[config.mk]
export PLATFORM = sky130hd
export DESIGN_NAME = addressed_serial_shift_out_unit
export DESIGN_NICKNAME = d
export VERILOG_FILES = /design/src/rtl/asso_pkg.sv /design/src/rtl/asso_bit_store.sv /design/src/rtl/addressed_serial_shift_out_unit.sv
export SDC_FILE = /design/constraint.sdc
export NUM_CORES = 1
export LEC_CHECK = 0
export ABC_AREA = 1
export BUFFER_PORTS_ARGS = -buffer_cell sky130_fd_sc_hd__buf_2
export CORE_MARGIN = 3
export CORE_UTILIZATION = 50
export CTS_CLUSTER_SIZE = 12
export DETAILED_ROUTE_END_ITERATION = 10
export GPL_ROUTABILITY_DRIVEN = 1
export PLACE_DENSITY = 0.7
export SLEW_MARGIN = 10
export SYNTH_ARGS = -nofsm -noshare
export SYNTH_HDL_FRONTEND = slang
export SYNTH_SLANG_ARGS = --single-unit
export TNS_END_PERCENT = 1
[constraint.sdc]
create_clock -name i_clk -period 3.8 [get_ports i_clk]
set_input_delay 0.76 -clock i_clk [delete_from_list [all_inputs] [get_ports i_clk]]
set_output_delay 0.76 -clock i_clk [all_outputs]
set_load 0.05 [all_outputs]
[src/rtl/asso_pkg.sv]
// ----------------------------------------------------------------------------
// asso_pkg
// Shared types and constants for the addressed serial shift-out unit.
// ----------------------------------------------------------------------------
package asso_pkg;

    localparam int BUFFER_BITS_DEF = 16;
    localparam int ADDR_BITS       = 8;
    localparam int TAIL_WORDS      = 5;

    typedef enum logic [2:0] {
        S_IDLE,
        S_BUILD,
        S_PRE,
        S_ADDR,
        S_DATA,
        S_TAIL
    } t_state;

    typedef struct packed {
        logic       wr;
        logic [5:0] pos;
        logic       data;
        logic       enable;
    } t_store_wr;

endpackage

[src/rtl/asso_bit_store.sv]
// ----------------------------------------------------------------------------
// asso_bit_store
// Data and enable bit store: one write per cycle, one indexed read plus the
// enable bit of position zero.
// ----------------------------------------------------------------------------
module asso_bit_store #(
    parameter int BUFFER_BITS = asso_pkg::BUFFER_BITS_DEF
) (
    input  logic                i_clk,
    input  logic                i_rst_n,
    input  asso_pkg::t_store_wr i_wr,
    input  logic [4:0]          i_rd_idx,
    output logic                o_rd_data,
    output logic                o_rd_enable,
    output logic                o_enable0
);
    import asso_pkg::*;

    logic [BUFFER_BITS-1:0] r_data;
    logic [BUFFER_BITS-1:0] r_enable;

    always_ff @(posedge i_clk) begin
        if (!i_rst_n) begin
            r_data   <= '0;
            r_enable <= '0;
        end else begin
            for (int i = 0; i < BUFFER_BITS; i++) begin
                if (i_wr.wr && i_wr.pos == 6'(i)) begin
                    r_data[i]   <= i_wr.data;
                    r_enable[i] <= i_wr.enable;
                end
            end
        end
    end

    always_comb begin
        o_rd_data   = 1'b0;
        o_rd_enable = 1'b0;
        for (int i = 0; i < BUFFER_BITS; i++) begin
            if (i_rd_idx == 5'(i)) begin
                o_rd_data   = r_data[i];
                o_rd_enable = r_enable[i];
            end
        end
    end

    assign o_enable0 = r_enable[0];

endmodule

[src/rtl/addressed_serial_shift_out_unit.sv]
// ----------------------------------------------------------------------------
// addressed_serial_shift_out_unit
// Bit store with build and send commands driving a bit-banged serial bus.
//
// Usage: the input channel (i_in_valid / o_in_stall) takes one command per
// transfer. A build command (cmd 0) writes one store bit per cycle, then
// offers its single result. A send command (cmd 1) produces pin-state words:
// one idle word, 16 address words, 2 * send_length data words (length capped
// at BUFFER_BITS) and 5 trailer words, at most 54 results. The single
// sequencer and output register set the rate of a send: one result per cycle
// while the output is not stalled, none in the step from data to trailer.
// o_in_stall is high after acceptance until the last result of the item has
// been loaded into the output register. The output channel (o_out_valid /
// i_out_stall) holds its payload while stalled, and the sequencer waits
// before loading its next result. Reset is synchronous and active low; it
// clears the store to all zero and empties the output register.
// ----------------------------------------------------------------------------
module addressed_serial_shift_out_unit #(
    parameter int BUFFER_BITS = asso_pkg::BUFFER_BITS_DEF
) (
    input  logic        i_clk,
    input  logic        i_rst_n,
    input  logic        i_in_valid,
    output logic        o_in_stall,
    input  logic        i_cmd,
    input  logic [15:0] i_data_word,
    input  logic [4:0]  i_bit_count,
    input  logic [3:0]  i_start_position,
    input  logic        i_enable_high,
    input  logic [7:0]  i_device_address,
    input  logic [4:0]  i_send_length,
    output logic        o_out_valid,
    input  logic        i_out_stall,
    output logic        o_addr_line,
    output logic        o_clk_line,
    output logic        o_en_line,
    output logic        o_din_line,
    output logic [4:0]  o_next_position,
    output logic        o_overrun,
    output logic        o_last
);
    import asso_pkg::*;

    localparam logic [4:0] BUF_LEN = 5'(BUFFER_BITS);

    t_state      r_state, n_state;
    logic [4:0]  r_cnt, n_cnt;
    logic        r_half, n_half;
    logic        r_en, n_en;
    logic        r_ovr, n_ovr;
    logic [15:0] r_word;
    logic [4:0]  r_count;
    logic [3:0]  r_start;
    logic        r_en_hi;
    logic [7:0]  r_dev;
    logic [4:0]  r_len;

    logic        r_out_valid, n_out_valid;
    logic        r_addr, n_addr;
    logic        r_clk, n_clk;
    logic        r_enl, n_enl;
    logic        r_din, n_din;
    logic [4:0]  r_nextp, n_nextp;
    logic        r_ovr_out, n_ovr_out;
    logic        r_last, n_last;

    t_store_wr   s_wr;
    logic        s_rd_data;
    logic        s_rd_enable;
    logic        s_enable0;
    logic        can_emit;
    logic        accept;
    logic [5:0]  pos;
    logic [4:0]  sh;
    logic [5:0]  sum;

    asso_bit_store #(
        .BUFFER_BITS(BUFFER_BITS)
    ) u_store (
        .i_clk      (i_clk),
        .i_rst_n    (i_rst_n),
        .i_wr       (s_wr),
        .i_rd_idx   (r_cnt),
        .o_rd_data  (s_rd_data),
        .o_rd_enable(s_rd_enable),
        .o_enable0  (s_enable0)
    );

    assign o_in_stall = (r_state != S_IDLE);
    assign accept     = i_in_valid && (r_state == S_IDLE);
    assign can_emit   = !r_out_valid || !i_out_stall;
    assign pos        = {2'b00, r_start} + {1'b0, r_cnt};
    assign sh         = r_count - 5'd1 - r_cnt;
    assign sum        = {2'b00, r_start} + {1'b0, r_count};

    always_comb begin
        n_state     = r_state;
        n_cnt       = r_cnt;
        n_half      = r_half;
        n_en        = r_en;
        n_ovr       = r_ovr;
        n_out_valid = r_out_valid && i_out_stall;
        n_addr      = r_addr;
        n_clk       = r_clk;
        n_enl       = r_enl;
        n_din       = r_din;
        n_nextp     = r_nextp;
        n_ovr_out   = r_ovr_out;
        n_last      = r_last;
        s_wr        = '0;

        case (r_state)
            S_IDLE: begin
                if (accept) begin
                    n_cnt  = '0;
                    n_half = 1'b0;
                    n_ovr  = 1'b0;
                    n_en   = s_enable0;
                    n_state = i_cmd ? S_PRE : S_BUILD;
                end
            end
            S_BUILD: begin
                if (r_cnt == r_count) begin
                    if (can_emit) begin
                        n_out_valid = 1'b1;
                        n_addr      = 1'b0;
                        n_clk       = 1'b0;
                        n_enl       = 1'b0;
                        n_din       = 1'b0;
                        n_nextp     = sum[5] ? 5'd31 : sum[4:0];
                        n_ovr_out   = r_ovr;
                        n_last      = 1'b1;
                        n_state     = S_IDLE;
                    end
                end else begin
                    s_wr.pos    = pos;
                    s_wr.data   = sh[4] ? 1'b0 : r_word[sh[3:0]];
                    s_wr.enable = r_en_hi;
                    if (pos < 6'(BUFFER_BITS)) begin
                        s_wr.wr = 1'b1;
                    end else begin
                        n_ovr = 1'b1;
                    end
                    n_cnt = r_cnt + 5'd1;
                end
            end
            S_PRE: begin
                if (can_emit) begin
                    n_out_valid = 1'b1;
                    n_addr      = 1'b1;
                    n_clk       = 1'b0;
                    n_enl       = r_en;
                    n_din       = 1'b0;
                    n_nextp     = '0;
                    n_ovr_out   = 1'b0;
                    n_last      = 1'b0;
                    n_state     = S_ADDR;
                end
            end
            S_ADDR: begin
                if (can_emit) begin
                    n_out_valid = 1'b1;
                    n_addr      = 1'b1;
                    n_clk       = r_half;
                    n_enl       = r_en;
                    n_din       = r_dev[r_cnt[2:0]];
                    n_half      = !r_half;
                    if (r_half) begin
                        if (r_cnt == 5'(ADDR_BITS - 1)) begin
                            n_cnt   = '0;
                            n_state = S_DATA;
                        end else begin
                            n_cnt = r_cnt + 5'd1;
                        end
                    end
                end
            end
            S_DATA: begin
                if (r_cnt == r_len) begin
                    n_cnt   = '0;
                    n_state = S_TAIL;
                end else if (can_emit) begin
                    n_out_valid = 1'b1;
                    n_addr      = 1'b0;
                    n_clk       = r_half;
                    n_enl       = s_rd_enable;
                    n_din       = s_rd_data;
                    n_en        = s_rd_enable;
                    n_half      = !r_half;
                    if (r_half) begin
                        n_cnt = r_cnt + 5'd1;
                    end
                end
            end
            S_TAIL: begin
                if (can_emit) begin
                    n_out_valid = 1'b1;
                    n_addr      = (r_cnt >= 5'd3);
                    n_clk       = 1'b0;
                    n_enl       = (r_cnt >= 5'd2) ? !r_en : r_en;
                    n_din       = 1'b0;
                    n_last      = (r_cnt == 5'(TAIL_WORDS - 1));
                    if (r_cnt == 5'(TAIL_WORDS - 1)) begin
                        n_state = S_IDLE;
                    end else begin
                        n_cnt = r_cnt + 5'd1;
                    end
                end
            end
            default: begin
                n_state = S_IDLE;
            end
        endcase
    end

    always_ff @(posedge i_clk) begin
        if (!i_rst_n) begin
            r_state     <= S_IDLE;
            r_out_valid <= 1'b0;
        end else begin
            r_state     <= n_state;
            r_out_valid <= n_out_valid;
        end
    end

    always_ff @(posedge i_clk) begin
        r_cnt     <= n_cnt;
        r_half    <= n_half;
        r_en      <= n_en;
        r_ovr     <= n_ovr;
        r_addr    <= n_addr;
        r_clk     <= n_clk;
        r_enl     <= n_enl;
        r_din     <= n_din;
        r_nextp   <= n_nextp;
        r_ovr_out <= n_ovr_out;
        r_last    <= n_last;
        if (accept) begin
            r_word  <= i_data_word;
            r_count <= i_bit_count;
            r_start <= i_start_position;
            r_en_hi <= i_enable_high;
            r_dev   <= i_device_address;
            r_len   <= (i_send_length > BUF_LEN) ? BUF_LEN : i_send_length;
        end
    end

    assign o_out_valid     = r_out_valid;
    assign o_addr_line     = r_addr;
    assign o_clk_line      = r_clk;
    assign o_en_line       = r_enl;
    assign o_din_line      = r_din;
    assign o_next_position = r_nextp;
    assign o_overrun       = r_ovr_out;
    assign o_last          = r_last;

endmodule
==> results.yml <==
yosys:
  post_synth_main_area_contributors: "edfxtp_1 34%, dfxtp_1 14%, nand2_1 6.5%"
  synthCells: 593
  ys_warn_count: 0
  synth_cell_type_count: 48
  mappedNetlistArea_um2: 5110
  synthDominantAreaCellType: "edfxtp_1"
  share_of_yosys_cell_area_claimed_by_the_top_area_cell_type: 0.341
  part_of_the_yosys_area_used_for_sequential_elements: 0.482
  synth_fp_nets: 658
  avgSynthCellArea_um2: 8.61
  synth-seq-cells: 94
clock_network:
  cts_sinks: 94
  cts.clk_slew.worst_paths_ns: 0.09
  cts-htree-levels: 3
  postCtsSetupBuffers: 0
  cts-buffers-inserted: 9
  postCtsHoldBufs: 0
  clkLatencyLatePin_ns: 0.37
  clockBufferDepth: 2
  clock-root-buffer: "clkbuf_8"
  cts_tree: "built"
  post_cts.resized_instances: 0
place:
  gp_congestion: 0.926
  port-buffer-count: 56
  detailed_place_hpwl_mm: 8.85
critical_path:
  worst-endpoint-required_ns: 4.08
  critical_path_fanout_max: 16
  crit_type: "reg -> reg"
  worstSetupEndpointType: "register"
  worst_ep_arrival_time_ns: 3.26
  critical_path.startpoint_type: "register"
timing:
  timing.final.crit_period_ns: 2.97
  maxClockFrequency_mhz: 336
  slew_violations: 0
  grt_setup_unrepaired: "false"
  setup-tns-final_ns: 0
  whs_ns: 0.498
  clock-skew-final_ns: 0.0143
  relSlewSlack: 0.296
  hold_viol: 0
  report.final.setup_viol: 0
  fin_crit_sh: 0.782
  max_slew.worst_pin.slew_ns: 1.05
final_layout:
  drive_above_1_share: 0.174
  antennaDiodeCount: 0
  area_growth_syn_to_layout_pct: 11.3
  finish.net_count: 716
grt:
  grt_first_pass_wirelength_mm: 19.4
  pin_count_of_the_biggest_net_entering_global_routing: 40
  globalRouteTotalUtil: 0.214
  grt_antenna_before_repair: 0
  grt_overflow: 0
  first_global_vias: 4035
drt:
  detail_route.wl_per_cell_um: 14.6
  remaining_drc_errors: 0
  detail-route-antenna-nets: 0
  dr_total_vias: 4154
  post_detailed_routing_wire_length_mm: 11.5
  detail_route.vias_per_cell: 5.26
  drt-initial-drc-count: 281
  drtPass1Iterations: 5
pwr:
  cellPowerDensity_nw_per_um2: 762
  power_leakage_nw: 2.44
  vdd_ir_drop_max_mv: 0.367
die:
  floorplan.die.width_um: 107
  row_count: 36
  design.core.area_um2: 9860
  starting_density_of_the_core: 0.518
  top_level_ports: 57
  fp.dieArea_um2: 11500
  die_h_um: 107
run:
  max-cap-violations: 0
hold_path:
  holdCritPathClass: "reg -> reg"
run_status:
  result_of_the_run: "completed"
==> worst max-delay path: stages (launching register included) <==
cell and delay [ns]:
edfxtp_1 0.58, inv_1 0.18, ha_1 0.25, inv_1 0.07, fa_1 0.46, inv_1 0.15, a21oi_1 0.06, a32o_1 0.22
o211ai_1 0.19, nand3_2 0.39, a211oi_1 0.32
==> final timing paths <==
path                            slack [ns]  depth (start not counted)                 from                   to
worst max register to register        0.83                         10             r_cnt[0]   u_store.r_data[12]
worst max-delay path                  0.83                         10             r_cnt[0]   u_store.r_data[12]
worst min register to register        0.50                          2  u_store.r_enable[2]  u_store.r_enable[2]
worst min-delay path                  0.50                          2  u_store.r_enable[2]  u_store.r_enable[2]
==> per-layer routing <==
| layer | GRT usage | vias to the layer above | wire length [um] |
|---|---|---|---|
| met2 | 0.338 | 136 | 5210 |
| li1 | - | 2103 | - |
| met3 | 0.0313 | 24 | 625 |
| met5 | 0 | - | 0 |
| met4 | 0.0886 | 0 | 273 |
| met1 | 0.296 | 1891 | 5430 |
==> stage by stage <==
| step | area (um2) | std cells | setup WS [ns] | power (mW) | util |
|---|---|---|---|---|---|
| floorplan | 5110 | 593 | 0.686 | 3.23 | - |
| global placement | 5510 | 773 | 1.01 | 3.68 | 0.559 |
| detailed placement | 5510 | 773 | 0.860 | 3.72 | 0.559 |
| CTS | 5680 | 789 | 0.850 | 4.33 | 0.576 |
| global route | 5680 | 789 | 0.605 | 4.67 | 0.576 |
| finish | 5680 | 789 | 0.827 | 4.33 | 0.576 |
==> placed cells by master, fill, tap and decap left out, types with 3 or more instances in the layout <==
cell type | Yosys | layout
nand2_1 | 89 | 89
inv_1 | 82 | 82
nor2_1 | 80 | 79
edfxtp_1 | 58 | 58
buf_2 | 1 | 56
o21ai_0 | 39 | 39
a21oi_1 | 39 | 39
dfxtp_1 | 36 | 36
nand3_1 | 30 | 30
ha_1 | 18 | 18
o21ai_1 | 13 | 13
a211oi_1 | 12 | 12
nor2_2 | 11 | 11
inv_2 | 10 | 10
clkbuf_8 | 0 | 9
xor2_1 | 8 | 8
nor2_4 | 5 | 6
xnor2_1 | 5 | 5
nor3_1 | 4 | 4
o211ai_1 | 4 | 4
nand4_1 | 3 | 3
nand3_2 | 3 | 3
nand2_2 | 3 | 3
a221oi_1 | 3 | 3
fa_1 | 3 | 3
==> report_power, final <==
| group | leakage [nW] | total [mW] | switching, mW | internal, mW |
|---|---|---|---|---|
| registers | 0.846 | 1.60 | 0.191 | 1.41 |
| clock network | 0.0813 | 0.608 | 0.368 | 0.239 |
| logic | 1.52 | 2.12 | 1.48 | 0.649 |
| total | 2.44 | 4.33 | 2.03 | 2.29 |
==> synthesized netlist by cell type (all sizes together) <==
| library cell | n |
|---|---|
| a31oi | 1 |
| inv | 94 |
| nand3 | 33 |
| o21a | 1 |
| nor2 | 96 |
| a32o | 1 |
| o21ai | 52 |
| or2 | 3 |
| a2111o | 1 |
| fa | 3 |
| a211o | 1 |
| nand4 | 5 |
| a21oi | 40 |
| buf | 5 |
| dfxtp | 36 |
| o41ai | 1 |
| nor3 | 4 |
| ha | 18 |
| clkbuf | 4 |
| o211ai | 4 |
| a2111oi | 2 |
| nand2 | 93 |
| a221oi | 3 |
| a211oi | 14 |
| edfxtp | 58 |
| nor4 | 3 |
| xnor2 | 5 |
| o2111ai | 1 |
| xor2 | 9 |
| o22ai | 2 |
==> layout make-up <==
class | count | area (um2)
timing repair buffer | 56 | 280
clock buffer | 9 | 124
sequential | 94 | 2460
fill | 892 | 4180
tap | 133 | 166
inverter | 94 | 358
clock inverter | 7 | 48.8
multi-input combinational | 396 | 2240
==> cell families (layout without fill, tap and decap cells) <==
kind of cell | Yosys count | count (layout) | synth area share
xor+xnor | 14 | 14 | 0.0255
buf+inv | 103 | 166 | 0.0799
compound gates | 124 | 124 | 0.142
fa+ha+maj | 21 | 21 | 0.0559
flops | 94 | 94 | 0.482
simple gates | 237 | 237 | 0.214
==> sequential cells by signal, indices dropped and copies added, names as in the netlist, 3 cells and up <==
name,count
u_store.r_enable,16
r_start,4
r_state,3
u_store.r_data,16
r_len,5
r_cnt,5
r_dev,8
r_word,16
r_count,5
o_next_position,5
Power figures use the tool's default switching activity.
